$ cat src/sv/gsep_pkg.sv
package gsep_pkg;

  localparam logic [7:0] GS_BYTE     = 8'h1D;
  localparam logic [7:0] AIM_FLAG    = 8'h5D;  // ']'
  localparam logic [7:0] CHAR_ZERO   = 8'h30;
  localparam logic [7:0] CHAR_ONE    = 8'h31;
  localparam logic [7:0] CHAR_TWO    = 8'h32;
  localparam logic [7:0] CHAR_SEVEN  = 8'h37;
  localparam logic [7:0] CHAR_NINE   = 8'h39;

  localparam logic [4:0] MAX_VARIABLE_LEN = 5'd20;
  localparam logic [4:0] GTIN_DIGITS      = 5'd14;
  localparam logic [4:0] EXPIRY_DIGITS    = 5'd6;
  localparam int         EXP_STORE_DEPTH  = 5;
  localparam logic [11:0] YEAR_BASE       = 12'd2000;

  localparam logic [2:0] ROLE_SEPARATOR = 3'd0;
  localparam logic [2:0] ROLE_AIM       = 3'd1;
  localparam logic [2:0] ROLE_AI_CHAR   = 3'd2;
  localparam logic [2:0] ROLE_GTIN      = 3'd3;
  localparam logic [2:0] ROLE_EXPIRY    = 3'd4;
  localparam logic [2:0] ROLE_LOT       = 3'd5;
  localparam logic [2:0] ROLE_SERIAL    = 3'd6;
  localparam logic [2:0] ROLE_IGNORED   = 3'd7;

  localparam logic [2:0] ST_OK      = 3'd0;
  localparam logic [2:0] ST_TRUNC   = 3'd1;
  localparam logic [2:0] ST_FIXED   = 3'd2;
  localparam logic [2:0] ST_VAR     = 3'd3;
  localparam logic [2:0] ST_UNKNOWN = 3'd4;
  localparam logic [2:0] ST_EMPTY   = 3'd5;

  // Two decimal digits to a binary value.
  function automatic logic [6:0] dec2(input logic [3:0] hi, input logic [3:0] lo);
    logic [6:0] h;
    h = {3'b000, hi};
    return (h << 3) + (h << 1) + {3'b000, lo};
  endfunction

  function automatic logic [4:0] month_last_day(input logic [3:0] mm, input logic leap);
    logic [4:0] d;
    case (mm)
      4'd2:    d = leap ? 5'd29 : 5'd28;
      4'd4:    d = 5'd30;
      4'd6:    d = 5'd30;
      4'd9:    d = 5'd30;
      4'd11:   d = 5'd30;
      default: d = 5'd31;
    endcase
    return d;
  endfunction

endpackage

$ cat src/sv/gs1_element_string_parser_core.sv
// GS1 element string parser.
// Input stream: one scanned byte per request on in_tdata, in_tlast on the last
// byte of a message. Output stream: one result per input byte. out_tuser holds
// the byte role; out_tdata holds the position in the field and, on the result
// that carries out_tlast, the message status and the last completed expiry
// date (day 00 resolved to the month's last day, leap years included).
// out_tvalid rises in the cycle after the input is accepted. Throughput is
// one byte per cycle: the phase update and date conversion sit between the
// input port and the single result register, and in_tready stays high while
// the result register is empty or being drained in the same cycle.
// When the receiver stalls, the result register holds and in_tready drops
// until out_tready returns; no byte is lost.
// After reset (rst_n low, synchronous) the block waits at the start of a
// message with no error and no expiry seen; the result register is empty.
// Each message end returns the parser to that start state.
module gs1_element_string_parser_core
  import gsep_pkg::*;
(
  input  logic        clk,
  input  logic        rst_n,
  input  logic        in_tvalid,
  output logic        in_tready,
  input  logic [7:0]  in_tdata,   // [7:0] data_byte
  input  logic        in_tlast,   // message_end
  output logic        out_tvalid,
  input  logic        out_tready,
  output logic [31:0] out_tdata,  // [4:0] position_in_field, [7:5] status,
                                  // [8] expiry_seen, [9] expiry_valid,
                                  // [21:10] expiry_year, [25:22] expiry_month,
                                  // [30:26] expiry_day, [31] zero
  output logic [2:0]  out_tuser,  // [2:0] byte_role
  output logic        out_tlast   // done_res
);

  typedef enum logic [2:0] {
    PH_START, PH_AIM, PH_IDLE, PH_AI2, PH_GTIN, PH_EXPIRY, PH_LOT, PH_SERIAL
  } phase_t;

  phase_t      phase_r, phase_nxt;
  logic [7:0]  first_r, first_nxt;
  logic [4:0]  fcnt_r, fcnt_nxt;
  logic [1:0]  aim_r, aim_nxt;
  logic [2:0]  err_r, err_nxt;
  logic        found_r, found_nxt;
  logic        expc_r, expc_nxt;

  logic [3:0]  store_r [EXP_STORE_DEPTH];
  logic        store_we;

  logic [11:0] lat_year_r, lat_year_nxt;
  logic [3:0]  lat_month_r, lat_month_nxt;
  logic [4:0]  lat_day_r, lat_day_nxt;
  logic        lat_valid_r, lat_valid_nxt;

  logic        out_valid_r;
  logic [2:0]  role_r, role_nxt;
  logic [4:0]  pos_r, pos_nxt;
  logic        last_r;
  logic [2:0]  status_r, status_nxt;
  logic        seen_r, seen_nxt;
  logic        valid_r, valid_nxt;
  logic [11:0] year_r, year_nxt;
  logic [3:0]  month_r, month_nxt;
  logic [4:0]  day_r, day_nxt;

  logic        accept;
  logic [7:0]  b;
  logic        digit;
  phase_t      eff_phase;
  logic [6:0]  yy, mm, dd;
  logic        leap;
  logic        date_ok;

  assign accept    = in_tvalid && in_tready;
  assign in_tready = !out_valid_r || out_tready;
  assign b         = in_tdata;
  assign digit     = (b >= CHAR_ZERO) && (b <= CHAR_NINE);

  // Date of a field whose sixth digit is the current byte.
  assign yy      = dec2(store_r[0], store_r[1]);
  assign mm      = dec2(store_r[2], store_r[3]);
  assign dd      = dec2(store_r[4], b[3:0]);
  assign leap    = (yy[1:0] == 2'b00);
  assign date_ok = (mm >= 7'd1) && (mm <= 7'd12) && (dd <= 7'd31);

  always_comb begin
    phase_nxt     = phase_r;
    first_nxt     = first_r;
    fcnt_nxt      = fcnt_r;
    aim_nxt       = aim_r;
    err_nxt       = err_r;
    found_nxt     = found_r;
    expc_nxt      = expc_r;
    lat_year_nxt  = lat_year_r;
    lat_month_nxt = lat_month_r;
    lat_day_nxt   = lat_day_r;
    lat_valid_nxt = lat_valid_r;
    store_we      = 1'b0;
    role_nxt      = ROLE_IGNORED;
    pos_nxt       = 5'd0;
    status_nxt    = ST_OK;
    seen_nxt      = 1'b0;
    valid_nxt     = 1'b0;
    year_nxt      = 12'd0;
    month_nxt     = 4'd0;
    day_nxt       = 5'd0;
    eff_phase     = (phase_r == PH_START) ? PH_IDLE : phase_r;

    if (err_r == ST_OK) begin
      if (phase_r == PH_START && b == AIM_FLAG) begin
        role_nxt  = ROLE_AIM;
        aim_nxt   = 2'd1;
        phase_nxt = PH_AIM;
      end else begin
        case (eff_phase)
          PH_AIM: begin
            role_nxt = ROLE_AIM;
            pos_nxt  = {3'b000, aim_r};
            aim_nxt  = aim_r + 2'd1;
            if (aim_nxt == 2'd3) begin
              phase_nxt = PH_IDLE;
            end
          end
          PH_AI2: begin
            role_nxt = ROLE_AI_CHAR;
            pos_nxt  = 5'd1;
            fcnt_nxt = 5'd0;
            if (first_r == CHAR_ZERO && b == CHAR_ONE) begin
              phase_nxt = PH_GTIN;
            end else if (first_r == CHAR_ONE && b == CHAR_SEVEN) begin
              phase_nxt = PH_EXPIRY;
            end else if (first_r == CHAR_ONE && b == CHAR_ZERO) begin
              phase_nxt = PH_LOT;
            end else if (first_r == CHAR_TWO && b == CHAR_ONE) begin
              phase_nxt = PH_SERIAL;
            end else begin
              err_nxt = ST_UNKNOWN;
            end
          end
          PH_GTIN: begin
            role_nxt = ROLE_GTIN;
            pos_nxt  = fcnt_r;
            if (!digit) begin
              err_nxt = ST_FIXED;
            end else begin
              fcnt_nxt = fcnt_r + 5'd1;
              if (fcnt_nxt >= GTIN_DIGITS) begin
                found_nxt = 1'b1;
                phase_nxt = PH_IDLE;
              end
            end
          end
          PH_EXPIRY: begin
            role_nxt = ROLE_EXPIRY;
            pos_nxt  = fcnt_r;
            if (!digit) begin
              err_nxt = ST_FIXED;
            end else begin
              store_we = (fcnt_r < 5'(EXP_STORE_DEPTH));
              fcnt_nxt = fcnt_r + 5'd1;
              if (fcnt_nxt >= EXPIRY_DIGITS) begin
                lat_year_nxt  = YEAR_BASE + {5'b00000, yy};
                lat_valid_nxt = date_ok;
                lat_month_nxt = date_ok ? mm[3:0] : 4'd0;
                lat_day_nxt   = !date_ok ? 5'd0 :
                                (dd == 7'd0) ? month_last_day(mm[3:0], leap) : dd[4:0];
                expc_nxt      = 1'b1;
                found_nxt     = 1'b1;
                phase_nxt     = PH_IDLE;
              end
            end
          end
          PH_LOT, PH_SERIAL: begin
            if (b == GS_BYTE) begin
              role_nxt = ROLE_SEPARATOR;
              if (fcnt_r == 5'd0) begin
                err_nxt = ST_VAR;
              end else begin
                found_nxt = 1'b1;
                phase_nxt = PH_IDLE;
              end
            end else begin
              role_nxt = (eff_phase == PH_LOT) ? ROLE_LOT : ROLE_SERIAL;
              pos_nxt  = fcnt_r;
              if (fcnt_r >= MAX_VARIABLE_LEN) begin
                err_nxt = ST_VAR;
              end else begin
                fcnt_nxt = fcnt_r + 5'd1;
              end
            end
          end
          default: begin
            phase_nxt = PH_IDLE;
            if (b == GS_BYTE) begin
              role_nxt = ROLE_SEPARATOR;
            end else begin
              role_nxt  = ROLE_AI_CHAR;
              first_nxt = b;
              phase_nxt = PH_AI2;
            end
          end
        endcase
      end
    end

    if (in_tlast) begin
      if (err_nxt == ST_OK) begin
        case (phase_nxt)
          PH_AIM:            err_nxt = (aim_nxt == 2'd1) ? ST_TRUNC : ST_UNKNOWN;
          PH_AI2:            err_nxt = ST_TRUNC;
          PH_GTIN, PH_EXPIRY: err_nxt = ST_FIXED;
          PH_LOT, PH_SERIAL: begin
            if (fcnt_nxt == 5'd0) begin
              err_nxt = ST_VAR;
            end else begin
              found_nxt = 1'b1;
            end
          end
          default: ;
        endcase
      end
      status_nxt = (err_nxt != ST_OK) ? err_nxt : (found_nxt ? ST_OK : ST_EMPTY);
      if (expc_nxt) begin
        seen_nxt  = 1'b1;
        valid_nxt = lat_valid_nxt;
        year_nxt  = lat_year_nxt;
        month_nxt = lat_month_nxt;
        day_nxt   = lat_day_nxt;
      end
      // back to the start of the next message
      phase_nxt = PH_START;
      first_nxt = 8'd0;
      fcnt_nxt  = 5'd0;
      aim_nxt   = 2'd0;
      err_nxt   = ST_OK;
      found_nxt = 1'b0;
      expc_nxt  = 1'b0;
    end
  end

  always_ff @(posedge clk) begin
    if (!rst_n) begin
      phase_r     <= PH_START;
      first_r     <= 8'd0;
      fcnt_r      <= 5'd0;
      aim_r       <= 2'd0;
      err_r       <= ST_OK;
      found_r     <= 1'b0;
      expc_r      <= 1'b0;
      out_valid_r <= 1'b0;
    end else begin
      if (accept) begin
        phase_r     <= phase_nxt;
        first_r     <= first_nxt;
        fcnt_r      <= fcnt_nxt;
        aim_r       <= aim_nxt;
        err_r       <= err_nxt;
        found_r     <= found_nxt;
        expc_r      <= expc_nxt;
        out_valid_r <= 1'b1;
      end else if (out_tready) begin
        out_valid_r <= 1'b0;
      end
    end
  end

  // Payload: date latch, digit store and result register.
  always_ff @(posedge clk) begin
    if (accept) begin
      lat_year_r  <= lat_year_nxt;
      lat_month_r <= lat_month_nxt;
      lat_day_r   <= lat_day_nxt;
      lat_valid_r <= lat_valid_nxt;
      role_r      <= role_nxt;
      pos_r       <= pos_nxt;
      last_r      <= in_tlast;
      status_r    <= status_nxt;
      seen_r      <= seen_nxt;
      valid_r     <= valid_nxt;
      year_r      <= year_nxt;
      month_r     <= month_nxt;
      day_r       <= day_nxt;
      if (store_we) begin
        store_r[fcnt_r[2:0]] <= b[3:0];
      end
    end
  end

  assign out_tvalid = out_valid_r;
  assign out_tuser  = role_r;
  assign out_tlast  = last_r;
  assign out_tdata  = {1'b0, day_r, month_r, year_r, valid_r, seen_r, status_r, pos_r};

endmodule

$ cat config.mk
export PLATFORM = sky130hd
export DESIGN_NAME = gs1_element_string_parser_core
export DESIGN_NICKNAME = d
export VERILOG_FILES = /design/src/sv/gsep_pkg.sv /design/src/sv/gs1_element_string_parser_core.sv
export SDC_FILE = /design/constraint.sdc
export NUM_CORES = 1
export LEC_CHECK = 0
export BUFFER_PORTS_ARGS = -buffer_cell sky130_fd_sc_hd__buf_2
export CORE_ASPECT_RATIO = 0.75
export CORE_MARGIN = 2
export CORE_UTILIZATION = 35
export DETAILED_ROUTE_END_ITERATION = 6
export PLACE_DENSITY = 0.63
export SLEW_MARGIN = 20
export SYNTH_ARGS = -nofsm -noshare
export SYNTH_HDL_FRONTEND = slang
export SYNTH_SLANG_ARGS = --single-unit
$ cat constraint.sdc
create_clock -name clk -period 8.2 [get_ports clk]
set_input_delay 0.41 -clock clk [delete_from_list [all_inputs] [get_ports clk]]
set_output_delay 0.41 -clock clk [all_outputs]
set_load 0.02 [all_outputs]
==> results of run 1 <==
[worst max-delay path: stages, from the launching register on]
cell     delay (ps)
dfxtp_1         560
ha_1            410
xor2_1          160
a22o_1          340
o21a_1          420
o21ai_1         900
inv_1           310
and2_1          270
[stage by stage]
| stage | utilization (%) | power [mW] | setup WS, ps |
|---|---|---|---|
| 6_report | 40.11 | 1.083 | 4570 |
| 5_1_grt | 40.11 | 1.122 | 4306 |
| 3_3_place_gp | 38.29 | 0.6784 | 4721 |
| 2_1_floorplan | - | 0.6496 | 5356 |
| 3_5_place_dp | 38.29 | 0.6807 | 4534 |
| 4_1_cts | 40.06 | 1.092 | 4553 |
[routing by layer]
metal	vias up	GRT usage, %
li1	2160	-
met1	2187	23.36
met2	154	26.73
met3	25	3.964
met4	0	5.185
met5	-	0
[power groups by stage]
stage | Sequential, mW | Clock [mW] | Combinational (mW)
after global placement | 0.590 | 0 | 0.0884
after global routing | 0.581 | 0.441 | 0.100
after detailed placement | 0.590 | 0 | 0.0905
final | 0.579 | 0.414 | 0.0908
after CTS | 0.579 | 0.422 | 0.0909
after floorplan | 0.597 | 0 | 0.0525
[state kept, by name, summed over array words and instances (netlist names), 2 cells and up]
name	flops
lat_year_r	12
store_r	20
pos_r	5
aim_r	2
year_r	12
err_r	3
out_tuser	3
status_r	3
first_r	8
month_r	4
day_r	5
phase_r	3
fcnt_r	5
lat_month_r	4
lat_day_r	5
[synth_stat cells, types with 4 or more instances]
master | count | area share [%]
a211oi_1 | 7 | 0.91
a21o_1 | 11 | 1.4
a21oi_1 | 32 | 2.8
a22oi_1 | 14 | 1.8
a31o_2 | 4 | 0.60
a31oi_1 | 5 | 0.54
and2_1 | 17 | 1.8
and3_1 | 6 | 0.65
buf_2 | 13 | 1.1
clkbuf_1 | 12 | 0.78
dfxtp_1 | 24 | 8.3
edfxtp_1 | 77 | 40
fa_1 | 6 | 2.1
ha_1 | 28 | 6.0
inv_1 | 25 | 1.6
nand2_1 | 58 | 3.8
nand2b_1 | 5 | 0.54
nand3_1 | 6 | 0.52
nand4_1 | 4 | 0.43
nor2_1 | 34 | 2.2
nor2b_1 | 15 | 1.6
nor3_1 | 13 | 1.1
nor3b_1 | 4 | 0.52
nor4_1 | 5 | 0.54
nor4b_1 | 4 | 0.60
o211ai_1 | 6 | 0.78
o21a_1 | 6 | 0.78
o21ai_0 | 30 | 2.6
o22ai_1 | 5 | 0.54
or3_1 | 5 | 0.54
xnor2_1 | 4 | 0.60
xor2_1 | 5 | 0.76
[kinds of logic after synthesis]
family / synth area share [%]
AOI/OAI and AO/OA: 18.57
adders and majority gates: 8.118
xor gates and xnor gates: 1.360
DFF: 48.19
buffers and inverters: 4.231
other: 0.06470
and+or+nand+nor: 19.47
[path summary, 6_finish.rpt]
| path | startpoint | endpoint | slack (ps) | cells after the start |
|---|---|---|---|---|
| setup / recovery | fcnt_r[0]$_SDFFE_PN0P_ | month_r[2]$_SDFFCE_PN0P_ | 4570 | 7 |
| hold / removal | in_tvalid | out_tvalid$_SDFFE_PN0P_ | 310 | 3 |
| hold reg to reg | expc_r$_SDFFE_PN0P_ | expc_r$_SDFFE_PN0P_ | 470 | 2 |
| setup reg to reg | fcnt_r[0]$_SDFFE_PN0P_ | month_r[2]$_SDFFCE_PN0P_ | 4570 | 7 |
[cell type report]
| class | count | share of cell area (%) |
|---|---|---|
| multi-input cells | 404 | 42.78 |
| well taps | 210 | 4.065 |
| clock buffers | 10 | 3.542 |
| clock inverters | 6 | 0.8711 |
| repair buffers | 51 | 4.026 |
| flip-flops and latches | 101 | 43.21 |
| inverters | 26 | 1.510 |
==> flow_metrics.py, run 1 <==
metrics = {
    "layout": {
        "antenna_cells": 0,
        "syn_to_final_growth_pct": 11.53,
        "stdcell_count": 808,
        "seqCellArea_um2": 2793,
        "fillers": 1592,
        "stdcell_area_um2": 6464,
        "nNetsFinal": 640,
        "drive_above_1_share_pct": 14.72,
        "multi_input_area_um2": 2765,
        "layout_commonest_cell": "edfxtp_1",
        "mostFrequentLayoutCells": "edfxtp_1, nand2_1, buf_2, nor2_1, a21oi_1",
    },
    "power_and_ir_drop": {
        "power_density_nw_per_um2": 167.6,
        "p_leak_nw": 2.482,
        "pwr-share-clk_pct": 38.2,
        "swShare_pct": 25.18,
        "internal_power_mw": 0.8106,
        "ir_worst_vdd_mv": 0.09422,
        "comb_power_share_pct": 8.4,
        "power_switching_mw": 0.2728,
        "seqPwrFrac_pct": 53.4,
    },
    "floorplan": {
        "fp-row-count": 40,
        "placeableCoreArea_um2": 16120,
        "fp.dieH_um": 115.4,
        "dieArea_um2": 17610,
        "die-width_um": 152.6,
        "pin_count": 51,
        "start_util_pct": 35.96,
    },
    "synthesis": {
        "syn_inst": 561,
        "ys.flop_type": "edfxtp_1",
        "syn_area_per_cell_um2": 10.33,
        "syn-num-nets": 608,
        "async_flop_share_pct": 0,
        "yosys_register_bits": 101,
        "ys_warn_count": 0,
        "syn-cell-area_um2": 5796,
        "synth_edf_count": 77,
        "synth_seq_area_share_pct": 48.19,
        "ys_types": 77,
    },
    "drt": {
        "vias": 4526,
        "wl_per_cell_um": 18.15,
        "drt_iter0_markers": 361,
        "totalWireLength_um": 14670,
        "wl_met1_um": 7066,
        "antenna_left": 0,
        "drc": 0,
        "viasPerCell": 5.601,
        "wl_met3_um": 876,
        "dr_wl_met2_um": 6488,
        "maxUsedRoutingLayer": "met4",
        "detail_route.first_pass.iterations": 6,
    },
    "placed_design": {
        "port_buffers": 49,
        "finalWeightedCongestion": 0.8601,
        "post-dp-hpwl_um": 10680,
        "dpl.cell_count": 792,
        "placed_area_um2": 6171,
    },
    "global_route": {
        "grtUsageTotal_pct": 16.91,
        "antenna_found_initial": 0,
        "grt_pass1_vias": 4399,
        "grt_pass1_wl_um": 23560,
        "grt-ovfl-total": 0,
        "grt_max_degree": 62,
    },
    "worst_setup_path": {
        "cp-start-kind": "register",
        "worstPathArrival_ps": 3740,
        "critPathKind": "reg -> reg",
        "worstPathRequired_ps": 8310,
        "end_kind": "register",
        "cp_max_fo": 17,
    },
    "clocking": {
        "cts_resized": 0,
        "ctsHtreeMaxLevel": 3,
        "cts_tree": "yes",
        "clock_path_buffers": 2,
        "numCtsBuffers": 9,
        "path_clk_slew_ps": 70,
        "cts.hold.buffers_added": 0,
        "postCtsSetupBuffers": 0,
        "numClockSinks": 101,
        "clock-root-buffer": "clkbuf_16",
        "clock_latency_ps": 350,
    },
    "sta": {
        "tightest_slew_ps": 1045,
        "layout_min_cycle_time_ps": 3630,
        "finalClockSkew_ps": 5.558,
        "setup-violations-final": 0,
        "setup_tns_ps": 0,
        "fmax_mhz": 275.5,
        "whs_ps": 308.6,
        "fin_crit_sh_pct": 44.27,
        "relSlewSlack_pct": 29.87,
        "rsz0062_at_grt": "no",
        "finalMaxSlewViolations": 0,
        "finalHoldViolCount": 0,
    },
    "outcome": {
        "outcome": "finished, final reports clean",
    },
    "run": {
        "maxCapViolCount": 0,
    },
    "hold_path": {
        "hp-class": "in -> reg",
    },
}
Note: power is estimated with default switching activity, not from simulation.
==> inputs of run 2 (changes only) <==
PLACE_DENSITY = 0.64   (was 0.63)
clock period = 3.01 ns   (was 8.2 ns; I/O delays follow)
==> flow_metrics.py, run 2 (synthesis results as in run 1) <==
metrics = {
    "worst_setup_path": {
        "worstPathRequired_ps": 3120,
        "worstPathArrival_ps": 2980,
        "cp_cell_sequence": "fa_1 -> inv_1 -> fa_2 -> nor2b_4 -> a22oi_1 -> o211ai_1 -> nor3_2 -> buf_4 -> a31o_2 -> and2_1",
        "cp_max_fo": 9,
        "cp_num_cells": 10,
        "end_kind": "register",
        "slowest_delay_ps": 580,
        "critPathKind": "reg -> reg",
        "cp-start-kind": "register",
        "crit_buf_inv": 2,
        "rrSetupSlack_ps": 140,
        "worst_r2r_path_depth": 10,
        "cpMaxStageDelayCell": "fa_1",
        "cp_top_family": "adder cells",
    },
    "placed_design": {
        "port_buffers": 49,
        "post-dp-hpwl_um": 11160,
        "dpl.cell_count": 819,
        "finalWeightedCongestion": 0.9251,
    },
    "drt": {
        "wl_per_cell_um": 17.88,
        "vias": 4597,
        "antenna_left": 0,
        "viasPerCell": 5.499,
        "detail_route.first_pass.iterations": 6,
        "drt_iter0_markers": 337,
        "totalWireLength_um": 14940,
        "drc": 0,
    },
    "clocking": {
        "cts.hold.buffers_added": 0,
        "clock_path_buffers": 2,
        "clock_latency_ps": 350,
        "cts_tree": "yes",
        "numClockSinks": 101,
        "numCtsBuffers": 9,
        "ctsHtreeMaxLevel": 3,
        "clock-root-buffer": "clkbuf_16",
        "path_clk_slew_ps": 70,
    },
    "floorplan": {
        "start_util_pct": 35.96,
        "fp.dieH_um": 115.4,
        "dieArea_um2": 17610,
        "die-width_um": 152.6,
        "placeableCoreArea_um2": 16120,
        "pin_count": 51,
        "fp-row-count": 40,
    },
    "global_route": {
        "grt_pass1_vias": 4437,
        "grtUsageTotal_pct": 17.36,
        "antenna_found_initial": 0,
        "grt-ovfl-total": 0,
        "grt_pass1_wl_um": 24090,
        "grt_max_degree": 51,
    },
    "outcome": {
        "outcome": "finished, final reports clean",
    },
    "sta": {
        "fmax_mhz": 348.7,
        "tightest_slew_ps": 774.6,
        "setup_tns_ps": 0,
        "whs_ps": 47.95,
        "rsz0062_at_grt": "yes",
        "relSlewSlack_pct": 47.81,
        "setup-violations-final": 0,
        "finalMaxSlewViolations": 0,
        "finalHoldViolCount": 0,
        "fin_crit_sh_pct": 95.28,
        "layout_min_cycle_time_ps": 2868,
        "finalClockSkew_ps": 9.933,
    },
    "power_and_ir_drop": {
        "power_density_nw_per_um2": 440.8,
        "power_mw": 2.965,
        "ir_worst_vdd_mv": 0.2350,
        "p_leak_nw": 2.640,
    },
    "layout": {
        "stdcell_count": 836,
        "mostFrequentLayoutCells": "edfxtp_1, nand2_1, buf_2, nor2_1, a21oi_1",
        "antenna_cells": 0,
        "largest_reg_flops": 20,
        "nNetsFinal": 668,
        "syn_to_final_growth_pct": 16.08,
        "drive_above_1_share_pct": 19.97,
        "layout_commonest_cell": "edfxtp_1",
    },
    "run": {
        "maxCapViolCount": 0,
    },
    "hold_path": {
        "whs_path_depth": 3,
        "hp-class": "in -> reg",
    },
}
[run 2: final cells by class]
| class | count | area [µm²] |
|---|---|---|
| fillers | 1584 | 9388 |
| multi-input cells | 404 | 2796 |
| flip-flops and latches | 101 | 2793 |
| repair buffers | 79 | 495.5 |
| well taps | 210 | 262.8 |
| clock buffers | 10 | 229.0 |
| inverters | 26 | 97.59 |
| clock inverters | 6 | 53.80 |
[run 2: path summary, 6_finish.rpt]
| kind | start | endpoint |
|---|---|---|
| worst max-delay path | store_r[3][3]$_DFFE_PP_ | month_r[0]$_SDFFCE_PN0P_ |
| worst min-delay path | in_tvalid | out_tvalid$_SDFFE_PN0P_ |
| worst max register to register | store_r[3][3]$_DFFE_PP_ | month_r[0]$_SDFFCE_PN0P_ |
| worst min register to register | expc_r$_SDFFE_PN0P_ | expc_r$_SDFFE_PN0P_ |
[run 2: through the flow]
stage	utilization, %	setup WS [ps]	area (µm²)
detailed placement	39.71	17.44	6399
global placement	39.71	167.7	6399
floorplan	-	193.6	5796
global route	41.75	-46.04	6728
finish	41.75	142.2	6728
CTS	41.46	7.073	6681
[run 2: timing repair]
item	in CTS	in global routing
setup endpoints to repair	0	23
setup buffers	0	1
resized for setup	0	11
[run 2: worst reg2reg max path, cell delays in order (launching register included)]
cell      delay (ps)
edfxtp_1         410
fa_1             580
inv_1             60
fa_2             560
nor2b_4          170
a22oi_1           80
o211ai_1         160
nor3_2            60
buf_4            170
a31o_2           260
and2_1           130
[run 2: power breakdown]
part	internal [mW]	total [mW]	leakage [nW]	switching (mW)
logic	0.0879	0.261	1.57	0.173
registers	1.55	1.57	0.938	0.0233
clock network	0.578	1.13	0.136	0.553
total	2.22	2.97	2.64	0.750
[run 2: per-layer routing]
layer	part of all wire [%]	GRT usage [%]
met5	0	0
met4	0.66	2.654
met3	6.4	3.889
met2	46	27.56
met1	47	25.04
